### config.mk
export PLATFORM = sky130hd
export DESIGN_NAME = light_tracker_servo_step
export DESIGN_NICKNAME = d
export VERILOG_FILES = /design/src/hdl/lts_pkg.sv /design/src/hdl/lts_csr.sv /design/src/hdl/lts_decide.sv /design/src/hdl/light_tracker_servo_step.sv
export SDC_FILE = /design/constraint.sdc
export NUM_CORES = 1
export LEC_CHECK = 0
export BUFFER_PORTS_ARGS = -buffer_cell sky130_fd_sc_hd__buf_2
export CORE_UTILIZATION = 45
export CTS_BUF_LIST = sky130_fd_sc_hd__clkbuf_8
export CTS_CLUSTER_SIZE = 8
export DETAILED_ROUTE_END_ITERATION = 8
export PLACE_DENSITY = 0.75
export SETUP_SLACK_MARGIN = 0.5
export SLEW_MARGIN = 30
export SYNTH_ARGS = -nofsm -noshare
export SYNTH_HDL_FRONTEND = slang
export SYNTH_SLANG_ARGS = --single-unit
### constraint.sdc
create_clock -name clock -period 24.9 [get_ports clock]
set_input_delay 2.49 -clock clock [delete_from_list [all_inputs] [get_ports clock]]
set_output_delay 2.49 -clock clock [all_outputs]
set_load 0.05 [all_outputs]
### src/hdl/lts_pkg.sv
// Shared types and constants for the light tracker servo step block.
// Depends on nothing; imported by every module of the block.
`default_nettype none

package lts_pkg;

   // Sample width, pulse width and register-file geometry
   localparam int unsigned SampleWidth = 10;
   localparam int unsigned StepWidth   = 9;
   localparam int unsigned PulseWidth  = 15;
   localparam int unsigned AddrWidth   = 4;
   localparam int unsigned DataWidth   = 32;

   // Reset values of state and registers
   localparam logic [PulseWidth-1:0]  PulseReset   = 15'd1600;
   localparam logic [PulseWidth-1:0]  PulseTop     = 15'd32767;
   localparam logic [SampleWidth-1:0] MarginReset  = 10'd50;
   localparam logic [StepWidth-1:0]   StepReset    = 9'd25;
   localparam logic [PulseWidth-1:0]  PulseMinReset = 15'd600;
   localparam logic [PulseWidth-1:0]  PulseMaxReset = 15'd2600;

   // Divide by three: x / 3 == (x * 2731) >> 13 for x below 3072
   localparam logic [11:0] RecipThree = 12'd2731;
   localparam int unsigned RecipShift = 13;

   // Register indexes (word address)
   typedef enum logic [1:0] {
      REG_BRIGHT_MARGIN = 2'd0,
      REG_TURN_STEP     = 2'd1,
      REG_PULSE_MIN     = 2'd2,
      REG_PULSE_MAX     = 2'd3
   } reg_index_type;

   // Requested turn
   typedef enum logic [1:0] {
      TURN_NONE  = 2'd0,
      TURN_LEFT  = 2'd1,
      TURN_RIGHT = 2'd2
   } turn_type;

   // One set of sensor samples
   typedef struct packed {
      logic [SampleWidth-1:0] left_top;
      logic [SampleWidth-1:0] left_bottom;
      logic [SampleWidth-1:0] right_top;
      logic [SampleWidth-1:0] right_bottom;
   } sample_type;

   // Configuration as seen by the datapath
   typedef struct packed {
      logic [SampleWidth-1:0] bright_margin;
      logic [StepWidth-1:0]   turn_step;
      logic [PulseWidth-1:0]  pulse_min;
      logic [PulseWidth-1:0]  pulse_max;
   } cfg_type;

endpackage : lts_pkg

`default_nettype wire

### src/hdl/lts_csr.sv
// APB-style register file holding margin, turn step and pulse limits.
// Depends on lts_pkg for register indexes and the configuration struct.
`default_nettype none

module lts_csr (
   input  wire logic                          clock,
   input  wire logic                          reset,
   input  wire logic                          psel,
   input  wire logic                          penable,
   input  wire logic                          pwrite,
   input  wire logic [lts_pkg::AddrWidth-1:0] paddr,
   input  wire logic [lts_pkg::DataWidth-1:0] pwdata,
   output logic      [lts_pkg::DataWidth-1:0] prdata,
   output logic                               pready,
   output lts_pkg::cfg_type                   cfg
);
   import lts_pkg::*;

   cfg_type       cfg_ff;
   cfg_type       cfg_in;
   reg_index_type index;
   logic          write_en;

   assign pready   = 1'b1;
   assign index    = reg_index_type'(paddr[AddrWidth-1:2]);
   assign write_en = psel && penable && pwrite && pready;

   // Update the addressed register on a completed write transfer
   always_comb begin
      cfg_in = cfg_ff;
      if (write_en) begin
         case (index)
            REG_BRIGHT_MARGIN: cfg_in.bright_margin = pwdata[SampleWidth-1:0];
            REG_TURN_STEP:     cfg_in.turn_step     = pwdata[StepWidth-1:0];
            REG_PULSE_MIN:     cfg_in.pulse_min     = pwdata[PulseWidth-1:0];
            REG_PULSE_MAX:     cfg_in.pulse_max     = pwdata[PulseWidth-1:0];
            default:           cfg_in = cfg_ff;
         endcase
      end
   end

   always_ff @(posedge clock) begin
      if (reset) begin
         cfg_ff.bright_margin <= MarginReset;
         cfg_ff.turn_step     <= StepReset;
         cfg_ff.pulse_min     <= PulseMinReset;
         cfg_ff.pulse_max     <= PulseMaxReset;
      end else begin
         cfg_ff <= cfg_in;
      end
   end

   // Read back the addressed register, zero extended
   always_comb begin
      case (index)
         REG_BRIGHT_MARGIN: prdata = DataWidth'(cfg_ff.bright_margin);
         REG_TURN_STEP:     prdata = DataWidth'(cfg_ff.turn_step);
         REG_PULSE_MIN:     prdata = DataWidth'(cfg_ff.pulse_min);
         REG_PULSE_MAX:     prdata = DataWidth'(cfg_ff.pulse_max);
         default:           prdata = '0;
      endcase
   end

   assign cfg = cfg_ff;

endmodule : lts_csr

`default_nettype wire

### src/hdl/lts_decide.sv
// Combinational decision for one sample set: brightness tests, new level,
// requested turn and moved pulse. Depends on lts_pkg.
`default_nettype none

module lts_decide (
   input  lts_pkg::sample_type                   samples,
   input  lts_pkg::cfg_type                      cfg,
   input  wire logic [lts_pkg::SampleWidth-1:0]  level,
   input  wire logic [lts_pkg::PulseWidth-1:0]   pulse,
   output logic      [lts_pkg::SampleWidth-1:0]  level_next,
   output logic      [lts_pkg::PulseWidth-1:0]   pulse_next,
   output lts_pkg::turn_type                     turn
);
   import lts_pkg::*;

   logic                   all_bright;
   logic [SampleWidth-1:0] threshold;
   logic                   b_lt, b_lb, b_rt, b_rb;
   logic [11:0]            sum_all;
   logic [10:0]            sum_bottom, sum_top;
   logic [11:0]            sum_three;
   logic [23:0]            prod_three;
   logic                   may_move;
   logic [PulseWidth:0]    pulse_up;

   // Brightness tests against level minus margin
   assign all_bright = level < cfg.bright_margin;
   assign threshold  = all_bright ? '0 : level - cfg.bright_margin;
   assign b_lt = all_bright || (samples.left_top     < threshold);
   assign b_lb = all_bright || (samples.left_bottom  < threshold);
   assign b_rt = all_bright || (samples.right_top    < threshold);
   assign b_rb = all_bright || (samples.right_bottom < threshold);

   assign sum_all = 12'(samples.left_top) + 12'(samples.left_bottom)
                  + 12'(samples.right_top) + 12'(samples.right_bottom);
   assign sum_bottom = 11'(samples.left_bottom) + 11'(samples.right_bottom);
   assign sum_top    = 11'(samples.left_top) + 11'(samples.right_top);

   // Pick the turn and which three samples feed the new level
   always_comb begin
      turn      = TURN_NONE;
      sum_three = sum_all;
      if (level == '0 || !(b_lt || b_lb || b_rt || b_rb)) begin
         turn = TURN_NONE;
      end else if (b_lt && b_rt) begin
         turn = TURN_NONE;
      end else if (b_lb && b_rb) begin
         turn = TURN_NONE;
      end else if (b_lt || b_lb) begin
         turn      = TURN_LEFT;
         sum_three = sum_all - 12'(b_lt ? samples.left_top : samples.left_bottom);
      end else begin
         turn      = TURN_RIGHT;
         sum_three = sum_all - 12'(b_rt ? samples.right_top : samples.right_bottom);
      end
   end

   // Divide by three through the reciprocal
   assign prod_three = 24'(sum_three) * 24'(RecipThree);

   // Select the new level
   always_comb begin
      if (level == '0 || !(b_lt || b_lb || b_rt || b_rb)) begin
         level_next = sum_all[11:2];
      end else if (b_lt && b_rt) begin
         level_next = sum_bottom[10:1];
      end else if (b_lb && b_rb) begin
         level_next = sum_top[10:1];
      end else begin
         level_next = prod_three[RecipShift +: SampleWidth];
      end
   end

   // Move the pulse from inside the limits or away from the limit it sits on, saturating at zero and at PulseTop
   assign may_move = (pulse > cfg.pulse_min && pulse < cfg.pulse_max)
                  || (pulse == cfg.pulse_min && turn == TURN_LEFT)
                  || (pulse == cfg.pulse_max && turn == TURN_RIGHT);
   assign pulse_up = (PulseWidth+1)'(pulse) + (PulseWidth+1)'(cfg.turn_step);

   always_comb begin
      pulse_next = pulse;
      if (may_move) begin
         case (turn)
            TURN_LEFT:  pulse_next = pulse_up[PulseWidth] ? PulseTop
                                                          : pulse_up[PulseWidth-1:0];
            TURN_RIGHT: pulse_next = (pulse >= PulseWidth'(cfg.turn_step))
                                     ? pulse - PulseWidth'(cfg.turn_step) : '0;
            default:    pulse_next = pulse;
         endcase
      end
   end

endmodule : lts_decide

`default_nettype wire

### src/hdl/light_tracker_servo_step.sv
// Light tracker azimuth servo step. Each transfer on req_ brings four 10-bit
// sensor samples (lower is brighter); each yields one transfer on rsp_ with
// the requested turn (0 none, 1 left, 2 right), the azimuth pulse and the
// reference level after the step. An item is registered on accept, decided
// from the input register and lands in the result register once that is free
// or draining; one item per cycle is sustained while rsp_ready stays high:
// the reference level and pulse state registers are updated in the same
// cycle the result register loads, so the next item sees them right away.
// Configuration goes through the APB port: bright_margin at 0x0, turn_step
// at 0x4, pulse_min at 0x8 and pulse_max at 0xC. After reset the level is 0
// and the pulse 1600.
// Depends on lts_pkg, lts_csr and lts_decide.
`default_nettype none

module light_tracker_servo_step (
   input  wire logic                            clock,
   input  wire logic                            reset,
   // request channel
   input  wire logic                            req_valid,
   output logic                                 req_ready,
   input  wire logic [lts_pkg::SampleWidth-1:0] req_left_top,
   input  wire logic [lts_pkg::SampleWidth-1:0] req_left_bottom,
   input  wire logic [lts_pkg::SampleWidth-1:0] req_right_top,
   input  wire logic [lts_pkg::SampleWidth-1:0] req_right_bottom,
   // response channel
   output logic                                 rsp_valid,
   input  wire logic                            rsp_ready,
   output logic      [1:0]                      rsp_turn,
   output logic      [lts_pkg::PulseWidth-1:0]  rsp_azimuth_pulse,
   output logic      [lts_pkg::SampleWidth-1:0] rsp_reference_level,
   // configuration port
   input  wire logic                            psel,
   input  wire logic                            penable,
   input  wire logic                            pwrite,
   input  wire logic [lts_pkg::AddrWidth-1:0]   paddr,
   input  wire logic [lts_pkg::DataWidth-1:0]   pwdata,
   output logic      [lts_pkg::DataWidth-1:0]   prdata,
   output logic                                 pready
);
   import lts_pkg::*;

   cfg_type                cfg;
   // input stage
   logic                   in_valid_ff, in_valid_in;
   sample_type             in_ff, in_in;
   // tracker state
   logic [SampleWidth-1:0] level_ff, level_in;
   logic [PulseWidth-1:0]  pulse_ff, pulse_in;
   // result stage
   logic                   rsp_valid_ff, rsp_valid_in;
   turn_type               turn_ff, turn_in;
   // decision outputs
   logic [SampleWidth-1:0] level_next;
   logic [PulseWidth-1:0]  pulse_next;
   turn_type               turn_next;
   logic                   advance;
   logic                   req_take;

   lts_csr u_csr (
      .clock   (clock),
      .reset   (reset),
      .psel    (psel),
      .penable (penable),
      .pwrite  (pwrite),
      .paddr   (paddr),
      .pwdata  (pwdata),
      .prdata  (prdata),
      .pready  (pready),
      .cfg     (cfg)
   );

   lts_decide u_decide (
      .samples    (in_ff),
      .cfg        (cfg),
      .level      (level_ff),
      .pulse      (pulse_ff),
      .level_next (level_next),
      .pulse_next (pulse_next),
      .turn       (turn_next)
   );

   // Advance the input stage when the result register is free or draining
   assign advance   = in_valid_ff && (!rsp_valid_ff || rsp_ready);
   assign req_ready = !in_valid_ff || advance;
   assign req_take  = req_valid && req_ready;

   // Next values for input stage, state and result stage
   always_comb begin
      in_valid_in  = in_valid_ff;
      in_in        = in_ff;
      level_in     = level_ff;
      pulse_in     = pulse_ff;
      rsp_valid_in = rsp_valid_ff;
      turn_in      = turn_ff;

      if (rsp_valid_ff && rsp_ready) begin
         rsp_valid_in = 1'b0;
      end
      if (advance) begin
         in_valid_in  = 1'b0;
         level_in     = level_next;
         pulse_in     = pulse_next;
         turn_in      = turn_next;
         rsp_valid_in = 1'b1;
      end
      if (req_take) begin
         in_valid_in           = 1'b1;
         in_in.left_top        = req_left_top;
         in_in.left_bottom     = req_left_bottom;
         in_in.right_top       = req_right_top;
         in_in.right_bottom    = req_right_bottom;
      end
   end

   always_ff @(posedge clock) begin
      if (reset) begin
         in_valid_ff  <= 1'b0;
         rsp_valid_ff <= 1'b0;
         level_ff     <= '0;
         pulse_ff     <= PulseReset;
         turn_ff      <= TURN_NONE;
      end else begin
         in_valid_ff  <= in_valid_in;
         rsp_valid_ff <= rsp_valid_in;
         level_ff     <= level_in;
         pulse_ff     <= pulse_in;
         turn_ff      <= turn_in;
      end
      in_ff <= in_in;
   end

   assign rsp_valid           = rsp_valid_ff;
   assign rsp_turn            = turn_ff;
   assign rsp_azimuth_pulse   = pulse_ff;
   assign rsp_reference_level = level_ff;

   // State only changes when an item moves into the result register
   a_state_hold: assert property (@(posedge clock) disable iff (reset)
      !advance |=> ($stable(level_ff) && $stable(pulse_ff)))
      else $error("tracker state changed without an item advancing");

   // No turn leaves the pulse where it was
   a_pulse_no_turn: assert property (@(posedge clock) disable iff (reset)
      (advance && turn_next == TURN_NONE) |=> $stable(pulse_ff))
      else $error("pulse moved on a step without a turn");

   // An advancing item always produces a result
   a_adv_result: assert property (@(posedge clock) disable iff (reset)
      advance |=> rsp_valid_ff)
      else $error("advanced item produced no result");

   // An empty input stage never stalls the request side
   a_ready_empty: assert property (@(posedge clock) disable iff (reset)
      !in_valid_ff |-> req_ready)
      else $error("request stalled with an empty input stage");

   // A stalled result keeps the input stage full
   a_stall_holds: assert property (@(posedge clock) disable iff (reset)
      (in_valid_ff && rsp_valid_ff && !rsp_ready) |=> in_valid_ff)
      else $error("input stage dropped an item during a stall");

endmodule : light_tracker_servo_step

`default_nettype wire

; After elaboration in Yosys (flattened, before gate mapping)
; Cells that the tools add are included.
; Widths: inputs -> output; s select.
[op_classes]
n_addsub = 10
mul = 1
div = 0
n_lt_le_gt_ge = 8
eq_ne = 7
shift = 0
muxes = 22
bitwise_logic = 0
n_reduce_logical = 35
[ops]
columns = cell, count
row1 = $pmux 32 s4, 1
row2 = $mux 10, 6
row3 = $lt 10x10->1, 5
row4 = $mux 12, 4
row5 = $add 10x10->11, 3
row6 = $eq 15x15->1, 2
row7 = $mux 15, 2
row8 = $pmux 15 s2, 1
row9 = $add 12x10->12, 2
row10 = $sub 12x12->12, 2
row11 = $mul 12x12->23 const B, 1
row12 = $add 15x9->16, 1
row13 = $ge 15x9->1, 1
row14 = $gt 15x15->1, 1
row15 = $lt 15x15->1, 1
row16 = $sub 15x9->15, 1
row17 = $logic_or 1x1->1, 12
row18 = $logic_and 1x1->1, 10
row19 = $logic_not 10->1, 1
row20 = $sub 10x10->10, 1
row21 = $mux 2, 4
row22 = $reduce_and 2->1, 4
row23 = $eq 2x2->1 const B, 3
row24 = $reduce_bool 2->1, 3
row25 = other kinds (5), 11
[word_totals]
register_bits = 118
latch_bits = 0
ram_bits = 0
rom_bits = 0
input_bits = 83
output_inout_bits = 62
elab_cells = 96
memories = 0

; Longest topological paths before layout
; Gate-level depths: netlist (run 1).
[logic_depth]
depth_word = 15
depth_mapped = 57
mapped_depth_nobuf = 55

; By module
; From an unflattened synthesis (run 1), not the netlist that was laid out.
[hier_totals]
hier_cells = 1578
area_unflattened_um2 = 14047.2
[modules_own_cells]
columns = mod, instances, cells_per_inst, area_per_inst_um2, seq_area_each_um2
row1 = lts_decide, 1, 1175, 9073.7, 0.0
row2 = lts_csr, 1, 236, 2493.6, 980.9
row3 = light_tracker_servo_step, 1, 167, 2479.9, 1781.7

; Worst setup path after synthesis (run 1)
; Ideal clock, no wire load.
[synth_path]
path_type = reg-to-reg
start = register level_ff[1] (netlist: rsp_reference_level[1])
end = register level_ff[8] (netlist: rsp_reference_level[8])
arrival_ps = 10712
required_time_ps = 24830
slack_ps = 14118
stages_incl_launch_ff = 49
n_path_buf = 1
synth_period_minus_slack_ps = 10782
cell_sequence = dfxtp_1 > ha_1 > nor2b_1 > o21ai_0 > a21boi_0 > o21ai_0 > a21boi_0 > o21ai_0 > a21boi_0 > o21a_1 > o21ai_0 > nand3_1 > ha_1 > nand3_1 > a2111o_1 > o311ai_0 > o21ai_1 > clkbuf_1 > (+13 left out) > a21oi_1 > o21bai_1 > a211oi_1 > xor2_1 > ha_1 > ha_1 > fa_1 > fa_1 > inv_1 > fa_1 > inv_1 > ha_1 > nand3_1 > or4b_1 > a311oi_1 > mux2_1 > a221o_1 > a21oi_1
[synth_via]
elab_chain_len = 14
word_cells_on_any_way = 31
classes_between = add/sub: 3 / mul: 1 / order compare: 5 / mux: 10 / reduce/logical: 12
[synth_rtl]
columns = element, line
row1 = "start, declared", light_tracker_servo_step.sv:47  ; logic [SampleWidth-1:0] level_ff, level_in;
row2 = "start signal, assigned", light_tracker_servo_step.sv:125  ; level_ff <= level_in;
row3 = $sub 10x10->10 or $lt 10x10->1 (tied branches), "lts_decide.sv:28, lts_decide.sv:27"
row4 = $mux 10, lts_decide.sv:28  ; assign threshold = all_bright ? '0 : level - cfg.bright_margin;
row5 = "$lt 10x10->1, on equally long branches", "lts_decide.sv:31, lts_decide.sv:29, lts_decide.sv:30"
row6 = "$logic_or 1x1->1, on equally long branches", "lts_decide.sv:31, lts_decide.sv:29, lts_decide.sv:30"
row7 = $mux 10 (tied with other cells), lts_decide.sv:54  ; sum_three = sum_all - 12'(b_rt ? samples.right_top : samples.right_bottom);
row8 = $sub 12x12->12 (tied with other cells), lts_decide.sv:54
row9 = $mux 12 or $logic_or 1x1->1 (tied branches), "lts_decide.sv:49, lts_decide.sv:43, lts_decide.sv:63"
row10 = $mux 12 or $logic_not 1->1 (tied branches), "lts_decide.sv:47, lts_decide.sv:43, lts_decide.sv:63"
row11 = $mux 12 or $logic_or 1x1->1 (tied branches), "lts_decide.sv:45, lts_decide.sv:43, lts_decide.sv:63"
row12 = $mux 12, lts_decide.sv:43  ; if (level == '0 || !(b_lt || b_lb || b_rt || b_rb)) begin
row13 = $mul 12x12->23, lts_decide.sv:59  ; assign prod_three = 24'(sum_three) * 24'(RecipThree);
row14 = $mux 10, lts_decide.sv:67  ; end else if (b_lb && b_rb) begin
row15 = $mux 10, lts_decide.sv:65  ; end else if (b_lt && b_rt) begin
row16 = $mux 10 (*), lts_decide.sv:63  ; if (level == '0 || !(b_lt || b_lb || b_rt || b_rb)) begin
; Every way passes the cells marked *; elsewhere a longest branch is shown, timed or not.
; A chain may end at the register's enable or synchronous reset.

; Worst setup path in the final report (run 1)
; Ends and elaborated chain as after synthesis.

==> metrics.yaml, run 1 <==
worst_setup_path:
  critical_path_arrival_ns: 12.92
  crit_fanout: 22
  worst-setup-path-type: "reg2reg"
  cp-start-kind: "flip-flop"
  r2r_cells: 50
  cp_slowest_cell: "o311ai_0"
  crit_path_end_kind: "flip-flop"
  required_ns: 25.30
  critical_path.max_stage_delay_ns: 0.77
  reg2reg_from: "rsp_reference_level[1]"
  regToRegSetupSlack_ns: 12.38
  reg2reg_to: "rsp_reference_level[8]"
layout:
  nets: 2053
  fillers: 2732
  drive_above_1_share: 0.107
  area_delta_synth_final_pct: 9.67
synth:
  syn_avg_cell_area_um2: 8.33
  ys_seq_area_frac: 0.206
  ys_ff_latch: 118
  synth_edf_count: 40
  async_flop_share: 0
  synthTopCellsByCount: "ha_1, inv_1, nand2_1, a21oi_1, nor2_1"
  synth_flop_cell: "dfxtp_1"
  synth_area_leaders: "ha_1, dfxtp_1, edfxtp_1"
  synth_top_area_share: 0.208
  syn_inst: 1606
  synth_top_cell_by_area: "ha_1"
  yosysWarnings: 0
  netlist_area_um2: 13400
  yosysMostFrequentCell: "ha_1"
  yosysUniqueCellTypes: 78
drt:
  ant_nets: 0
  post_drt_via_cell_ratio: 5.77
  drt_iter0_drc: 918
  drc: 0
  via_count: 12100
  routed_wl_mm: 37.0
  firstDrtPassIters: 6
  wl_per_cell_um: 17.7
cts:
  cts_resized: 0
  tritoncts: "done"
  cts_root_buffer: "clkbuf_8"
  cts_buffers: 17
  cts_sinks: 118
  post_cts_buffers: 0
  clock_latency_ns: 0.48
  ctsHoldBuffers: 0
  cts_max_level: 4
  cts.path.max_buffers: 2
  clk_pin_slew_ns: 0.09
sta:
  finClkSkew_ns: 0.0227
  fmax_mhz: 79.9
  worst_slack_ns: 12.38
  slew_headroom: 0.366
  tightest_slew_ns: 0.945
  hold_viol: 0
  fin_crit_sh: 0.503
  period_needed_ns: 12.52
  rsz0062_at_grt: "no"
  finalSetupTns_ns: 0
  slew_viol_final: 0
  setup_violations: 0
die:
  initial_core_util: 0.461
  die_w_um: 174
  core_area_um2: 29000
  die-area_um2: 30400
  num_io_pins: 145
  dieHeight_um: 174
  row_count: 62
placed_design:
  gp_congestion: 0.924
  hpwlAfterDp_mm: 29.7
  dpl_worst_slack_ns: 12.47
  port_buffers: 107
min_path:
  hold_path_depth: 2
  min_to: "u_csr.cfg[23]"
  hold_path_class: "reg2reg"
  hp-start: "u_csr.cfg[23]"
global_routing:
  overflow: 0
  first_global_vias: 11500
  grt_max_degree: 59
  track_usage: 0.248
  grt_first_pass_wirelength_mm: 59.7
  antenna_found_initial: 1
flow_run:
  drv_cap: 0
run_status:
  status: "completed"
[how the worst max path moves through the flow]
stage	to	cells past startpoint	slack (ns)	startpoint
6_report	rsp_reference_level[8]	50	12.38	rsp_reference_level[1]
5_1_grt	rsp_reference_level[8]	50	11.43	rsp_reference_level[1]
4_1_cts	rsp_reference_level[8]	47	12.41	rsp_reference_level[1]
3_5_place_dp	rsp_reference_level[8]	47	12.47	rsp_reference_level[1]
3_3_place_gp	rsp_reference_level[8]	47	12.71	rsp_reference_level[1]
2_1_floorplan	rsp_reference_level[8]	48	14.12	rsp_reference_level[1]
[routing by layer]
metal	track usage	wire length (um)
met3	0.0354	2520
met2	0.398	16900
met4	0.101	1140
met5	0	0
met1	0.334	16400
[cell type report]
cell class,count,area (um2),share of cell area
inverter,209,785,0.0535
tap,384,480,0.0327
timing repair buffer,120,633,0.0431
sequential,118,2760,0.188
clock buffer,20,275,0.0188
antenna,1,2.50,0.000171
clock inverter,12,148,0.0101
multi-input combinational,1225,9590,0.653
[worst max-delay path, delay by kind of cell, from the launching register on]
kind	cells	cell delay, ns
flops	1	0.51
simple gates	8	1.39
fa+ha+maj	10	3.92
buf+inv	7	0.75
xor+xnor	1	0.09
mux	1	0.41
compound gates	23	5.38
[flip-flops by register name (all words and copies together), names as in the netlist]
name                 cells
in_valid_ff              1
rsp_valid                1
u_csr.cfg               49
rsp_azimuth_pulse       15
rsp_reference_level     10
in_ff                   40
rsp_turn                 2
[logic make-up (layout without fill, tap and decap cells)]
group,count (synthesis),count (layout),share of synthesized area
xor+xnor,51,51,0.0334
mux,26,26,0.0280
buf+inv,279,361,0.0834
flops,118,118,0.206
other cells,2,19,0.000561
simple gates,440,440,0.155
compound gates,411,411,0.200
fa+ha+maj,279,279,0.293
[layout by cell type, fill, tap and decap left out, drive strengths merged, types with 9 or more instances in the layout]
master     n
ha       222
inv      213
nand2    162
a21oi    131
buf      120
nor2      99
dfxtp     78
o21ai     76
fa        57
edfxtp    40
nor3      35
xnor2     34
a21o      31
nor2b     31
nand3     24
a211oi    23
o211ai    21
clkbuf    20
conb      18
xor2      17
mux2i     16
a31oi     16
nand4     15
o21a      15
o21bai    14
nand2b    14
and3      13
nor4      11
o22ai     10
mux4       9
a2111oi    9
[metrics by stage]
step | util | std cells | instance area (um2) | hold slack (ns)
finish | 0.506 | 2089 | 14700 | 0.470
global placement | 0.491 | 2056 | 14200 | 0.456
global route | 0.506 | 2089 | 14700 | 0.498
floorplan | - | 1622 | 13400 | 0.446
detailed placement | 0.491 | 2056 | 14200 | 0.461
CTS | 0.505 | 2088 | 14700 | 0.471
Power of run 1 is not shown: default switching activity piles up to over one toggle a cycle in this logic, so the estimate is an artifact.
==> run 2, diff against run 1 <==
- PLACE_DENSITY: 0.75 -> 0.77
- clock period: 24.9 -> 10.5 ns (I/O delays scaled with it)
==> run 2 against run 1 <==
Final area increased by 10%. Fmax increased by 24%. Non-clock buffer count increased by 90. Worst hold slack improved by 0.0070 ns. Sequential cell count unchanged. Utilization increased by 5.1 points. Critical path type unchanged. Critical endpoint unchanged.
==> metrics.yaml, run 2 (synthesized netlist as in run 1, its figures left out) <==
layout:
  fin_area_um2: 16200  # +10%
  drive_above_1_share: 0.221  # +0.114
  nets: 2143  # +4.4%
  area_delta_synth_final_pct: 20.8
  largest_register_ff_count: 49  # unchanged
  postLayoutCoreUtil: 0.557  # +0.0511
  fillers: 2554  # -6.5%
  final_cell_mix: "inv_1, ha_1, nand2_1"
drt:
  firstDrtPassIters: 5  # -1
  wl_per_cell_um: 18.8  # +6.2%
  ant_nets: 0  # unchanged
  met3_length_mm: 3.05  # +21%
  routed.top_layer: "met4"
  routed_wl_mm: 41.0  # +11%
  drc: 0  # unchanged
  wl_met1_mm: 17.1  # +3.9%
  drt_iter0_drc: 1067  # +16%
  post_drt_via_cell_ratio: 5.85  # +1.4%
  via_count: 12700  # +5.6%
  met2_length_mm: 19.3  # +14%
worst_setup_path:
  cp_common_cell: "a21oi_2"
  worst-setup-path-type: "reg2reg"
  cp_slowest_cell: "fa_2"
  regToRegSetupSlack_ns: 0.41  # -11.97 ns
  cp-startpoint: "rsp_reference_level[0]"
  required_ns: 10.91  # -14.39 ns
  crit_path_end_kind: "flip-flop"
  crit_path_end: "rsp_reference_level[8]"
  critical_path_arrival_ns: 10.50  # -2.42 ns
  cp-start-kind: "flip-flop"
  crit_fanout: 4  # -82%
  critical_path.max_stage_delay_ns: 0.56  # -0.21 ns
  reg2reg_to: "rsp_reference_level[8]"
  reg2reg_from: "rsp_reference_level[0]"
  r2r_cells: 47  # -6.0%
sta:
  fin_crit_sh: 0.961  # +0.458
  period_needed_ns: 10.09  # -2.43 ns
  setup_violations: 0  # unchanged
  hold_viol: 0  # unchanged
  slew_headroom: 0.385  # +0.0190
  fmax_mhz: 99.1  # +24%
  rsz0062_at_grt: "yes"
  whs_ns: 0.477  # +0.00703 ns
  finClkSkew_ns: 0.0230  # +0.000330 ns
  slew_viol_final: 0  # unchanged
  tightest_slew_ns: 0.916  # -0.0297 ns
die:
  die-area_um2: 30400  # unchanged
  num_io_pins: 145  # unchanged
  core_area_um2: 29000  # unchanged
  dieHeight_um: 174  # unchanged
  initial_core_util: 0.461  # unchanged
  row_count: 62  # unchanged
  die_w_um: 174  # unchanged
min_path:
  hold_path_class: "reg2reg"
placed_design:
  port_buffers: 107  # unchanged
  gp_congestion: 0.947  # +2.6%
  hpwlAfterDp_mm: 30.3  # +2.3%
  placed_cell_area_um2: 14700  # +2.9%
global_routing:
  first_global_vias: 12200  # +6.0%
  overflow: 0  # unchanged
  grt_max_degree: 59  # unchanged
  grt_first_pass_wirelength_mm: 63.1  # +5.7%
  track_usage: 0.263  # +0.0152
  antenna_found_initial: 0  # -1
cts:
  cts_sinks: 118  # unchanged
  clock_latency_ns: 0.48  # about the same
  cts_root_buffer: "clkbuf_8"
  cts_max_level: 4  # unchanged
  tritoncts: "done"
  cts_buffers: 17  # unchanged
  cts.path.max_buffers: 2  # unchanged
  clk_pin_slew_ns: 0.08  # about the same
run_status:
  status: "completed"
flow_run:
  drv_cap: 0  # unchanged
[run 2: cell types whose count changed in the layout (fill, tap and decap cells not counted), sizes merged]
cell	change
buf	+90
bufinv	-1
clkbuf	+2
clkinv	-1
inv	-2
[run 2: layout make-up]
cell class,instances,area [um2],area share
Inverter,209,787,0.0487
Clock inverter,8,97.6,0.00604
Tap cell,384,480,0.0297
Multi-Input combinational cell,1225,10400,0.642
Sequential cell,118,2780,0.172
Timing Repair Buffer,210,1340,0.0831
Clock buffer,22,303,0.0187
Antenna cell,1,2.50,0.000155
[run 2: through the flow]
step                      setup slack, ns  std cells  setup TNS [ns]
after floorplan                     0.504       1622               0
after detailed placement           -0.307       2104           -1.20
after CTS                           0.501       2157               0
after global placement             0.0385       2104               0
final                               0.411       2177               0
after global routing               0.0419       2176               0
[run 2: critical path: cells and delay by family (launching register included)]
| family | cells | cell delay [ns] |
|---|---|---|
| AO/OA/AOI/OAI | 18 | 3.34 |
| adder cells (fa/ha/maj) | 10 | 3.29 |
| AND/OR/NAND/NOR | 8 | 1.39 |
| buffers and inverters | 8 | 0.88 |
| flip-flops | 1 | 0.37 |
| XOR/XNOR | 2 | 0.37 |
| multiplexers | 1 | 0.35 |
[run 2: routing by layer]
layer / vias up / track usage
met5: - / 0
met4: 0 / 0.111
met3: 114 / 0.0405
met2: 552 / 0.433
met1: 6087 / 0.343
li1: 5986 / -
[run 2: worst min path at each step]
stage                             start  depth (start not counted)            end
after CTS                 u_csr.cfg[25]                          2  u_csr.cfg[25]
after floorplan           u_csr.cfg[16]                          2  u_csr.cfg[16]
after detailed placement  u_csr.cfg[25]                          2  u_csr.cfg[25]
after global placement     u_csr.cfg[2]                          2   u_csr.cfg[2]
final                     u_csr.cfg[25]                          2  u_csr.cfg[25]
after global routing      u_csr.cfg[15]                          2  u_csr.cfg[15]
[run 2: what timing repair did]
| action | in CTS | in global routing |
|---|---|---|
| resized for setup | 83 | 73 |
| setup endpoints to repair | 10 | 10 |
| pin swaps | 60 | 75 |
| hold buffers | 0 | 0 |
| setup buffers | 23 | 19 |
Power of run 2 is left out for the same reason.
